**config.mk**
```make
export PLATFORM = sky130hd
export DESIGN_NAME = triangle_scanline_span_top
export DESIGN_NICKNAME = d
export VERILOG_FILES = /design/src/sv/tss_pkg.sv /design/src/sv/tss_sort.sv /design/src/sv/tss_div.sv /design/src/sv/triangle_scanline_span_top.sv
export SDC_FILE = /design/constraint.sdc
export NUM_CORES = 2
export LEC_CHECK = 0
export ABC_AREA = 1
export BUFFER_PORTS_ARGS = -buffer_cell sky130_fd_sc_hd__buf_2
export CAP_MARGIN = 20
export CORE_UTILIZATION = 67
export CTS_CLUSTER_SIZE = 28
export DETAILED_ROUTE_END_ITERATION = 8
export PLACE_DENSITY_LB_ADDON = 0.3
export SLEW_MARGIN = 20
export SYNTH_ARGS = -nofsm -noshare
export SYNTH_HDL_FRONTEND = slang
export SYNTH_SLANG_ARGS = --single-unit
```
**constraint.sdc**
```tcl
create_clock -name i_clk -period 44.2 [get_ports i_clk]
set_clock_uncertainty 0.15 [all_clocks]
set_input_delay 8.84 -clock i_clk [delete_from_list [all_inputs] [get_ports i_clk]]
set_output_delay 8.84 -clock i_clk [all_outputs]
set_load 0.01 [all_outputs]
```
**src/sv/tss_pkg.sv**
```systemverilog
`timescale 1ns / 1ps
// shared types, constants and the divider step for the triangle scanline span block
// no dependencies
package tss_pkg;

    localparam int COORD_W     = 10;
    localparam int SCREEN_SIZE = 1024;
    localparam int NUM_W       = 2 * COORD_W;
    localparam int DEN_W       = COORD_W + 1;
    localparam int Q_W         = COORD_W;
    localparam int DIV_BITS    = 2;
    localparam int DIV_STAGES  = Q_W / DIV_BITS;
    localparam int SUM_W       = COORD_W + 2;
    localparam int IN_W        = 72;
    localparam int OUT_W       = 24;

    typedef struct packed {
        logic [COORD_W-1:0] x;
        logic [COORD_W-1:0] y;
    } t_vtx;

    // partial remainder, pending dividend bits, quotient so far, divisor
    typedef struct packed {
        logic [DEN_W-1:0] rem;
        logic [Q_W-1:0]   low;
        logic [Q_W-1:0]   quo;
        logic [DEN_W-1:0] den;
    } t_div_st;

    // one restoring division step: one quotient bit
    function automatic t_div_st div_step(input t_div_st s);
        t_div_st      o;
        logic [DEN_W:0] sh;
        logic         qb;
        o  = s;
        sh = {o.rem, o.low[Q_W-1]};
        o.low = {o.low[Q_W-2:0], 1'b0};
        qb = 1'b0;
        if (sh >= {1'b0, o.den}) begin
            sh = sh - {1'b0, o.den};
            qb = 1'b1;
        end
        o.rem = sh[DEN_W-1:0];
        o.quo = {o.quo[Q_W-2:0], qb};
        return o;
    endfunction

endpackage

```
**src/sv/tss_sort.sv**
```systemverilog
`timescale 1ns / 1ps
// three compare-and-swap network ordering vertices by y, registered output
// depends on tss_pkg
module tss_sort (
    input  logic          i_clk,
    input  logic          i_en,
    input  tss_pkg::t_vtx i_a,
    input  tss_pkg::t_vtx i_b,
    input  tss_pkg::t_vtx i_c,
    output tss_pkg::t_vtx o_lo,
    output tss_pkg::t_vtx o_mid,
    output tss_pkg::t_vtx o_hi
);
    import tss_pkg::*;

    t_vtx n_lo, n_mid, n_hi, r_lo, r_mid, r_hi;
    t_vtx t;

    always_comb begin
        n_lo  = i_a;
        n_mid = i_b;
        n_hi  = i_c;
        // swap only on strictly larger y; equal-y vertices do not always keep input order
        if (n_lo.y > n_hi.y) begin
            t = n_lo; n_lo = n_hi; n_hi = t;
        end
        if (n_lo.y > n_mid.y) begin
            t = n_lo; n_lo = n_mid; n_mid = t;
        end
        if (n_mid.y > n_hi.y) begin
            t = n_mid; n_mid = n_hi; n_hi = t;
        end else begin
            t = n_mid;
        end
    end

    always_ff @(posedge i_clk) begin
        if (i_en) begin
            r_lo  <= n_lo;
            r_mid <= n_mid;
            r_hi  <= n_hi;
        end
    end

    assign o_lo  = r_lo;
    assign o_mid = r_mid;
    assign o_hi  = r_hi;

endmodule

```
**src/sv/tss_div.sv**
```systemverilog
`timescale 1ns / 1ps
// pipelined restoring divider, DIV_BITS quotient bits per stage
// depends on tss_pkg
module tss_div (
    input  logic                      i_clk,
    input  logic                      i_en,
    input  logic [tss_pkg::NUM_W-1:0] i_num,
    input  logic [tss_pkg::DEN_W-1:0] i_den,
    output logic [tss_pkg::Q_W-1:0]   o_quo,
    output logic                      o_rem_nz
);
    import tss_pkg::*;

    t_div_st r_st [DIV_STAGES];
    t_div_st n_st [DIV_STAGES];
    t_div_st w_in [DIV_STAGES];

    // quotient fits Q_W bits, so the upper dividend half starts as remainder
    always_comb begin
        w_in[0].rem = {1'b0, i_num[NUM_W-1:Q_W]};
        w_in[0].low = i_num[Q_W-1:0];
        w_in[0].quo = '0;
        w_in[0].den = i_den;
    end

    for (genvar g = 1; g < DIV_STAGES; g++) begin : g_link
        assign w_in[g] = r_st[g-1];
    end

    for (genvar g = 0; g < DIV_STAGES; g++) begin : g_stage
        always_comb begin
            n_st[g] = w_in[g];
            for (int k = 0; k < DIV_BITS; k++) begin
                n_st[g] = div_step(n_st[g]);
            end
        end
        always_ff @(posedge i_clk) begin
            if (i_en) begin
                r_st[g] <= n_st[g];
            end
        end
    end

    assign o_quo    = r_st[DIV_STAGES-1].quo;
    assign o_rem_nz = |r_st[DIV_STAGES-1].rem;

endmodule

```
**src/sv/triangle_scanline_span_top.sv**
```systemverilog
`timescale 1ns / 1ps
// top level of the triangle scanline span block: sort, edge setup, dividers, span
// depends on tss_pkg, tss_sort, tss_div
//
// usage
//   input stream: one transfer carries three vertices and one row number
//   output stream: one transfer per input transfer, in order; tuser is the row
//   hit flag, tdata the inclusive left and right span columns (0 when not hit)
//   pipeline: eight register stages from input to output
//   throughput: one item per cycle while the output is taken, set by the fully pipelined dividers
//   stages: vertex sort, edge setup with one multiplier per edge,
//   five divider stages of two quotient bits each, then floor fix-up,
//   min/max and clamp into the output register
//   reset: synchronous active low, clears all valid bits; payload is not reset
//   stall: when the output is held and not taken the whole pipe freezes and
//   s_tready drops; bubbles inside the pipe are not squeezed out, the pipe
//   only runs on while the output register is empty or being taken
module triangle_scanline_span_top (
    input  logic                        i_clk,
    input  logic                        i_rst_n,
    input  logic                        i_s_tvalid,
    output logic                        o_s_tready,
    // vertex_a_x, vertex_a_y, vertex_b_x, vertex_b_y, vertex_c_x, vertex_c_y, row, zero pad
    input  logic [tss_pkg::IN_W-1:0]    i_s_tdata,
    output logic                        o_m_tvalid,
    input  logic                        i_m_tready,
    // span_left, span_right, zero pad
    output logic [tss_pkg::OUT_W-1:0]   o_m_tdata,
    // row_hit
    output logic                        o_m_tuser
);
    import tss_pkg::*;

    localparam int CW = COORD_W;

    typedef struct packed {
        logic          hit;
        logic [CW-1:0] a_base;
        logic [CW-1:0] b_base;
        logic          a_neg;
        logic          b_neg;
    } t_side;

    // global advance: pipe moves unless a held output is not taken
    logic w_en;
    assign w_en       = !o_m_tvalid || i_m_tready;
    assign o_s_tready = w_en;

    // ---------------- stage 1: sort
    t_vtx w_a, w_b, w_c, w_lo, w_mid, w_hi;
    logic          r_s_vld;
    logic [CW-1:0] r_s_row;

    assign w_a = '{x: i_s_tdata[CW-1:0],     y: i_s_tdata[2*CW-1:CW]};
    assign w_b = '{x: i_s_tdata[3*CW-1:2*CW], y: i_s_tdata[4*CW-1:3*CW]};
    assign w_c = '{x: i_s_tdata[5*CW-1:4*CW], y: i_s_tdata[6*CW-1:5*CW]};

    tss_sort u_sort (
        .i_clk (i_clk),
        .i_en  (w_en),
        .i_a   (w_a),
        .i_b   (w_b),
        .i_c   (w_c),
        .o_lo  (w_lo),
        .o_mid (w_mid),
        .o_hi  (w_hi)
    );

    always_ff @(posedge i_clk) begin
        if (!i_rst_n) begin
            r_s_vld <= 1'b0;
        end else if (w_en) begin
            r_s_vld <= i_s_tvalid;
        end
    end

    always_ff @(posedge i_clk) begin
        if (w_en) begin
            r_s_row <= i_s_tdata[7*CW-1:6*CW];
        end
    end

    // ---------------- stage 2: edge setup and numerator products
    logic          n_hit, n_upper;
    logic [CW:0]   n_adx, n_bdx, n_at, n_bt, n_aden, n_bden;
    logic [CW-1:0] n_amag, n_bmag, n_abase;
    logic [2*CW:0] n_anum, n_bnum;

    logic          r_m_vld;
    t_side         r_m_side;
    logic [NUM_W-1:0] r_m_anum, r_m_bnum;
    logic [DEN_W-1:0] r_m_aden, r_m_bden;

    always_comb begin
        n_hit   = (r_s_row >= w_lo.y) && (r_s_row <= w_hi.y);
        n_upper = r_s_row < w_mid.y;
        // short edge: upper half lo->mid, lower half mid->hi
        if (n_upper) begin
            n_abase = w_lo.x;
            n_adx   = {1'b0, w_mid.x} - {1'b0, w_lo.x};
            n_at    = {1'b0, r_s_row} - {1'b0, w_lo.y} + (CW+1)'(1);
            n_aden  = {1'b0, w_mid.y} - {1'b0, w_lo.y};
        end else begin
            n_abase = w_mid.x;
            n_adx   = {1'b0, w_hi.x} - {1'b0, w_mid.x};
            n_at    = {1'b0, r_s_row} - {1'b0, w_mid.y} + (CW+1)'(1);
            n_aden  = {1'b0, w_hi.y} - {1'b0, w_mid.y} + (CW+1)'(1);
        end
        // long edge lo->hi
        n_bdx  = {1'b0, w_hi.x} - {1'b0, w_lo.x};
        n_bt   = {1'b0, r_s_row} - {1'b0, w_lo.y} + (CW+1)'(1);
        n_bden = {1'b0, w_hi.y} - {1'b0, w_lo.y} + (CW+1)'(1);
        n_amag = n_adx[CW] ? CW'(-n_adx) : n_adx[CW-1:0];
        n_bmag = n_bdx[CW] ? CW'(-n_bdx) : n_bdx[CW-1:0];
        n_anum = n_amag * n_at;
        n_bnum = n_bmag * n_bt;
    end

    always_ff @(posedge i_clk) begin
        if (!i_rst_n) begin
            r_m_vld <= 1'b0;
        end else if (w_en) begin
            r_m_vld <= r_s_vld;
        end
    end

    always_ff @(posedge i_clk) begin
        if (w_en) begin
            r_m_side <= '{hit: n_hit, a_base: n_abase, b_base: w_lo.x,
                          a_neg: n_adx[CW], b_neg: n_bdx[CW]};
            r_m_anum <= n_anum[NUM_W-1:0];
            r_m_bnum <= n_bnum[NUM_W-1:0];
            r_m_aden <= n_aden;
            r_m_bden <= n_bden;
        end
    end

    // ---------------- stages 3..7: dividers with sideband delay line
    logic [Q_W-1:0] w_aquo, w_bquo;
    logic           w_anz, w_bnz;

    tss_div u_div_a (
        .i_clk    (i_clk),
        .i_en     (w_en),
        .i_num    (r_m_anum),
        .i_den    (r_m_aden),
        .o_quo    (w_aquo),
        .o_rem_nz (w_anz)
    );

    tss_div u_div_b (
        .i_clk    (i_clk),
        .i_en     (w_en),
        .i_num    (r_m_bnum),
        .i_den    (r_m_bden),
        .o_quo    (w_bquo),
        .o_rem_nz (w_bnz)
    );

    logic  r_d_vld  [DIV_STAGES];
    t_side r_d_side [DIV_STAGES];

    always_ff @(posedge i_clk) begin
        if (!i_rst_n) begin
            for (int k = 0; k < DIV_STAGES; k++) begin
                r_d_vld[k] <= 1'b0;
            end
        end else if (w_en) begin
            r_d_vld[0] <= r_m_vld;
            for (int k = 1; k < DIV_STAGES; k++) begin
                r_d_vld[k] <= r_d_vld[k-1];
            end
        end
    end

    always_ff @(posedge i_clk) begin
        if (w_en) begin
            r_d_side[0] <= r_m_side;
            for (int k = 1; k < DIV_STAGES; k++) begin
                r_d_side[k] <= r_d_side[k-1];
            end
        end
    end

    // ---------------- stage 8: floor fix-up, min/max, clamp
    t_side                r_last;
    logic signed [SUM_W-1:0] n_aq, n_bq, n_ax, n_bx, n_lft, n_rgt;
    logic [CW-1:0]        n_left, n_right;
    logic                 r_out_vld, r_out_hit;
    logic [CW-1:0]        r_out_left, r_out_right;

    assign r_last = r_d_side[DIV_STAGES-1];

    function automatic logic [CW-1:0] clamp_col(input logic signed [SUM_W-1:0] v);
        logic [CW-1:0] c;
        if (v < 0) begin
            c = '0;
        end else if (v > SUM_W'(SCREEN_SIZE - 1)) begin
            c = CW'(SCREEN_SIZE - 1);
        end else begin
            c = v[CW-1:0];
        end
        return c;
    endfunction

    always_comb begin
        // negative numerator: floor = -(trunc) - 1 when a remainder is left
        n_aq = r_last.a_neg ? -($signed({2'b00, w_aquo}) + SUM_W'(w_anz))
                            : $signed({2'b00, w_aquo});
        n_bq = r_last.b_neg ? -($signed({2'b00, w_bquo}) + SUM_W'(w_bnz))
                            : $signed({2'b00, w_bquo});
        n_ax = $signed({2'b00, r_last.a_base}) + n_aq;
        n_bx = $signed({2'b00, r_last.b_base}) + n_bq;
        n_lft = (n_ax < n_bx) ? n_ax : n_bx;
        n_rgt = (n_ax < n_bx) ? n_bx : n_ax;
        n_left  = r_last.hit ? clamp_col(n_lft) : '0;
        n_right = r_last.hit ? clamp_col(n_rgt) : '0;
    end

    always_ff @(posedge i_clk) begin
        if (!i_rst_n) begin
            r_out_vld <= 1'b0;
        end else if (w_en) begin
            r_out_vld <= r_d_vld[DIV_STAGES-1];
        end
    end

    always_ff @(posedge i_clk) begin
        if (w_en) begin
            r_out_hit   <= r_last.hit;
            r_out_left  <= n_left;
            r_out_right <= n_right;
        end
    end

    assign o_m_tvalid = r_out_vld;
    assign o_m_tuser  = r_out_hit;
    assign o_m_tdata  = {(OUT_W - 2*CW)'(0), r_out_right, r_out_left};

`ifndef ASSERT_OFF
    a_reset_clears: assert property (@(posedge i_clk) !i_rst_n |=> !o_m_tvalid)
        else $error("output valid after reset");
    a_miss_zero: assert property (@(posedge i_clk) disable iff (!i_rst_n)
        o_m_tvalid && !o_m_tuser |-> r_out_left == '0 && r_out_right == '0)
        else $error("missed row with nonzero span");
    a_span_order: assert property (@(posedge i_clk) disable iff (!i_rst_n)
        o_m_tvalid |-> r_out_left <= r_out_right)
        else $error("span left beyond right");
    a_stall_blocks: assert property (@(posedge i_clk) disable iff (!i_rst_n)
        o_m_tvalid && !i_m_tready |-> !o_s_tready)
        else $error("input taken while output stalled");
`endif

endmodule
```
# After elaboration in Yosys (flattened, before gate mapping)
# Memories as Yosys holds them, arrays and structs flattened. A register that Yosys moved wholly into a read port is not among the register bits.
# Index checks and enable logic that the tools add are counted.
[classes]
n_reduce_logical = 8
muxes = 68
mul = 2
n_addsub = 40
bitwise_logic = 6
n_lt_le_gt_ge = 31
[ops]
columns = ["cell", "count"]
rows = [
  ["$mux 11", 23],
  ["$sub 11x11->11", 20],
  ["$ge 12x11->1", 18],
  ["$mux 20", 6],
  ["$sub 10x10->11", 8],
  ["$mux 10", 5],
  ["$mux 12", 4],
  ["$add 11x1->11 const B", 4],
  ["$mul 10x11->20", 2],
  ["$gt 10x10->1", 3],
  ["$mux 1", 30],
  ["$add 11x12->12", 2],
  ["$gt 12x11->1 const B", 2],
  ["$lt 12x1->1 const B", 2],
  ["$neg 11->12", 2],
  ["$add 10x1->11", 2],
  ["$ge 11x11->1", 2],
  ["$reduce_or 11->1", 2],
  ["$neg 10->10", 2],
  ["$lt 12x12->1", 1],
  ["$ge 10x10->1", 1],
  ["$le 10x10->1", 1],
  ["$lt 10x10->1", 1],
  ["$or 1x1->1", 5],
  ["5 further kinds", 7],
]
[totals]
input_bits = 76
reg_bits = 178
out_inout_bits = 27
ramBits = 520
memories = 4
[mem_list]
columns = ["memory", "depth", "word_bits", "rd", "rd_clocked_by_memory_dff", "write_ports", "line_no", "rtl"]
rows = [
  ["u_div_a.r_st", 5, 40, 5, 0, 5, "tss_div.sv:14", "t_div_st r_st [DIV_STAGES];"],
  ["u_div_b.r_st", 5, 40, 5, 0, 5, "tss_div.sv:14", ""],
  ["r_d_side", 5, 23, 5, 0, 5, "triangle_scanline_span_top.sv:161", "t_side r_d_side [DIV_STAGES];"],
  ["r_d_vld", 5, 1, 5, 1, 5, "triangle_scanline_span_top.sv:160", "logic r_d_vld [DIV_STAGES];"],
]

# Longest topological paths before layout
# An unclocked memory read counts as a cell.
[logic_depth]
depth_word = 10
ltp_mapped = 41

# By module
# A second synthesis with hierarchy kept.
[unflattened]
cells_unflattened = 6185
area_unflattened_um2 = 50897.6
[by_module_without_submodules]
columns = ["module", "cells_each", "n_inst", "seq_area_each_um2", "area_per_inst_um2"]
rows = [
  ["triangle_scanline_span_top", 2563, 1, 7146.9, 22550.4],
  ["tss_div (u_div_b)", 1537, 1, 4474.3, 12064.1],
  ["tss_div (u_div_a)", 1524, 1, 4474.3, 11994.0],
  ["tss_sort", 561, 1, 1801.7, 4289.1],
]

# Worst setup path after synthesis
# Ideal clock, no wire load.
[synth_timing]
kind = "in2out"
startpoint = "input i_m_tready"
endpoint = "output o_s_tready"
cell_stages = 2
arrival_time_ps = 20237
path_slack_ps = 14973
required_time_ps = 35210
cell_sequence = "nor2_1 inv_1"
[synth_between]
elab_chain_cells = 1
[synth_rtl]
columns = ["element", "line_no", "rtl"]
rows = [
  ["from (decl)", "triangle_scanline_span_top.sv:26", "input logic i_m_tready,"],
  ["$logic_or 1x1->1", "triangle_scanline_span_top.sv:46", "assign w_en = !o_m_tvalid || i_m_tready;"],
  ["to (decl)", "triangle_scanline_span_top.sv:22", "output logic o_s_tready,"],
]
# No other way between the ends.

# Final worst setup path
# Ends and elaborated chain as after synthesis.

==> impl_metrics.json <==
{
  "period_needed_ns": 18.81,
  "core_area_um2": 69100,
  "cp_slowest_cell": "nor2_1",
  "gp_congestion": 0.987,
  "grt_max_degree": 172,
  "critPathKind": "input pin to primary output",
  "hold_buffers": 0,
  "initial_utilization_pct": 68.2,
  "cp_cell_sequence": "buf_2 > nor2_1 > inv_8 > buf_2",
  "synth_top_area_share_pct": 37.9,
  "grt_pass1_wl_um": 170000,
  "finalSetupTns_ns": 0,
  "cp_top_family": "buffers and inverters",
  "die_width_um": 267,
  "max_slew_margin_pct": 30.1,
  "drt-initial-drc-count": 2457,
  "seq_area_frac_synth_pct": 38.0,
  "ys_warn_count": 0,
  "clock_latency_ns": 0.63,
  "synth_seq_cells": 597,
  "cts_buffers": 66,
  "firstDrtPassIters": 9,
  "tightest_slew_ns": 1.05,
  "io_buffers": 96,
  "setup_violations": 0,
  "numClockSinks": 597,
  "syn_inst": 5229,
  "htree_levels": 3,
  "status": "complete, no violations",
  "layout-drive-gt1-share_pct": 7.13,
  "setup.worst_path.start_class": "input pin",
  "maxSlewViolCount": 0,
  "route.vias.total": 35700,
  "final.period_utilization_pct": 42.6,
  "maxCapViolCount": 0,
  "cp.required_ns": 35.21,
  "die_area_um2": 71300,
  "post-cts-setup-buffers": 0,
  "antenna_found_initial": 5,
  "fp.dieH_um": 267,
  "rsz0062_at_grt": "no",
  "netlist-cell-type-count": 65,
  "synth_edf_count": 594,
  "grt_pass1_vias": 34700,
  "placement_rows": 96,
  "routed_wl_um": 105000,
  "drt_drc_violations_left": 0,
  "nFillCells": 5003,
  "cts_tree": "yes",
  "synth_ff_type": "edfxtp_1",
  "critPathMaxStageDelay_ns": 0.32,
  "layout.nets": 6124,
  "num_io_pins": 103,
  "synth_area_leaders": "edfxtp_1 (38%), ha_1 (14%), nand2_1 (8.4%), fa_1 (7.5%), inv_1 (6.2%)",
  "grt.overflow.total": 0,
  "ctsRootBufferMaster": "clkbuf_16",
  "area_delta_synth_final_pct": 7.15,
  "yosysTopAreaCell": "edfxtp_1",
  "min_path_type": "flip-flop to flip-flop",
  "crit_buf_inv": 3,
  "hpwl_um": 81700,
  "path_clk_slew_ns": 0.06,
  "fmax_mhz": 53.2,
  "crit_arrival_ns": 9.82,
  "crit_fanout": 69,
  "drtAntennaViolNets": 0,
  "clock_path_buffers": 3,
  "mappedNetlistArea_um2": 47100,
  "grt_use_total_pct": 30.0,
  "async_flop_share_pct": 0,
  "final_common_cell": "nand2_1",
  "hold_viol": 0,
  "worstSetupEndpointType": "primary output",
  "syn_area_per_cell_um2": 9.00,
  "routedWlPerCell_um": 16.6,
  "post_cts_resized": 0,
  "final_cell_mix": "nand2_1 (1054), inv_1 (779), edfxtp_1 (594)",
  "worst_path_most_repeated_cell": "buf_2",
  "vias_per_cell": 5.66
}
==> routing by layer <==
metal	vias to the layer above	GRT usage (%)	part of all wire, %
met5	-	0	0.016
met4	2	13.5	4.2
met3	261	3.55	6.3
met2	1211	52.2	48
met1	16600	37.5	41
li1	17600	-	-
==> worst reg2reg max path: cells and delay by family, from the launching register on <==
| kind | cells | cell delay, ns |
|---|---|---|
| AO/OA/AOI/OAI | 2 | 0.32 |
| XOR/XNOR | 2 | 0.54 |
| adder cells (fa/ha/maj) | 8 | 3.64 |
| buffers and inverters | 7 | 1.05 |
| flip-flops | 1 | 0.56 |
| AND/OR/NAND/NOR | 17 | 2.29 |
==> registers in the layout, indices dropped and copies added, names as in the netlist <==
name          count
o_m_tuser         1
o_m_tvalid        1
r_d_side        115
r_d_vld           5
r_m_aden         11
r_m_anum         20
r_m_bden         11
r_m_bnum         20
r_m_side         23
r_m_vld           1
r_out_left       10
r_out_right      10
r_s_row          10
r_s_vld           1
u_div_a.r_st    149
u_div_b.r_st    149
u_sort.o_hi      20
u_sort.o_lo      20
u_sort.o_mid     20
==> area by class of cell <==
type / count / area (um2) / area share [%]
Antenna cell: 3 / 7.51 / 0.0149
Tap cell: 931 / 1160 / 2.31
Multi-Input combinational cell: 3737 / 25700 / 50.9
Clock inverter: 33 / 320 / 0.635
Inverter: 817 / 3070 / 6.09
Clock buffer: 81 / 1710 / 3.39
Sequential cell: 597 / 17900 / 35.5
Timing Repair Buffer: 108 / 583 / 1.16
==> synthesized netlist by cell type (all sizes together), types with 51 or more instances <==
master,n
fa,176
xnor2,91
nor2,428
nand2,1092
a21oi,421
o21ai,391
edfxtp,594
buf,56
ha,545
xor2,182
inv,814
nor3,51
nand3,150
==> stage by stage <==
stage / hold WS (ns) / instance area (um2) / util (%) / instances / setup slack (ns)
after global placement: 0.250 / 48400 / 70.1 / 6190 / 25.41
after detailed placement: 0.255 / 48400 / 70.1 / 6190 / 25.40
after floorplan: 0.250 / 47100 / - / 5232 / 14.97
after global routing: 0.267 / 50400 / 73.0 / 6305 / 25.32
after CTS: 0.253 / 50400 / 73.0 / 6304 / 25.39
final: 0.261 / 50400 / 73.0 / 6307 / 25.39
==> kinds of logic (layout without fill, tap and decap cells) <==
group           count (synthesis)  in the layout  synth area share [%]
xor+xnor                      273            273                  5.37
mux                             3              3                0.0691
fa+ha+maj                     721            721                  22.0
buf+inv                       898           1039                  7.47
flops                         597            597                  38.0
simple gates                 1796           1796                  15.8
compound gates                940            940                  11.3
other cells                     1              7               0.00796
==> worst paths after layout <==
check	start	to	slack, ns	cells past startpoint
worst max-delay path	i_m_tready	o_s_tready	25.39	4
worst min-delay path	r_m_anum[1]$_DFFE_PP_	u_div_a.r_st[0][22]$_DFFE_PP_	0.26	0
worst max register to register	r_s_row[3]$_DFFE_PP_	r_m_anum[17]$_DFFE_PP_	35.37	36
worst min register to register	r_m_anum[1]$_DFFE_PP_	u_div_a.r_st[0][22]$_DFFE_PP_	0.26	0
Power is left out: the tool's default activity adds up to more than one toggle a clock period on the data nets, which glitch-free logic cannot reach.
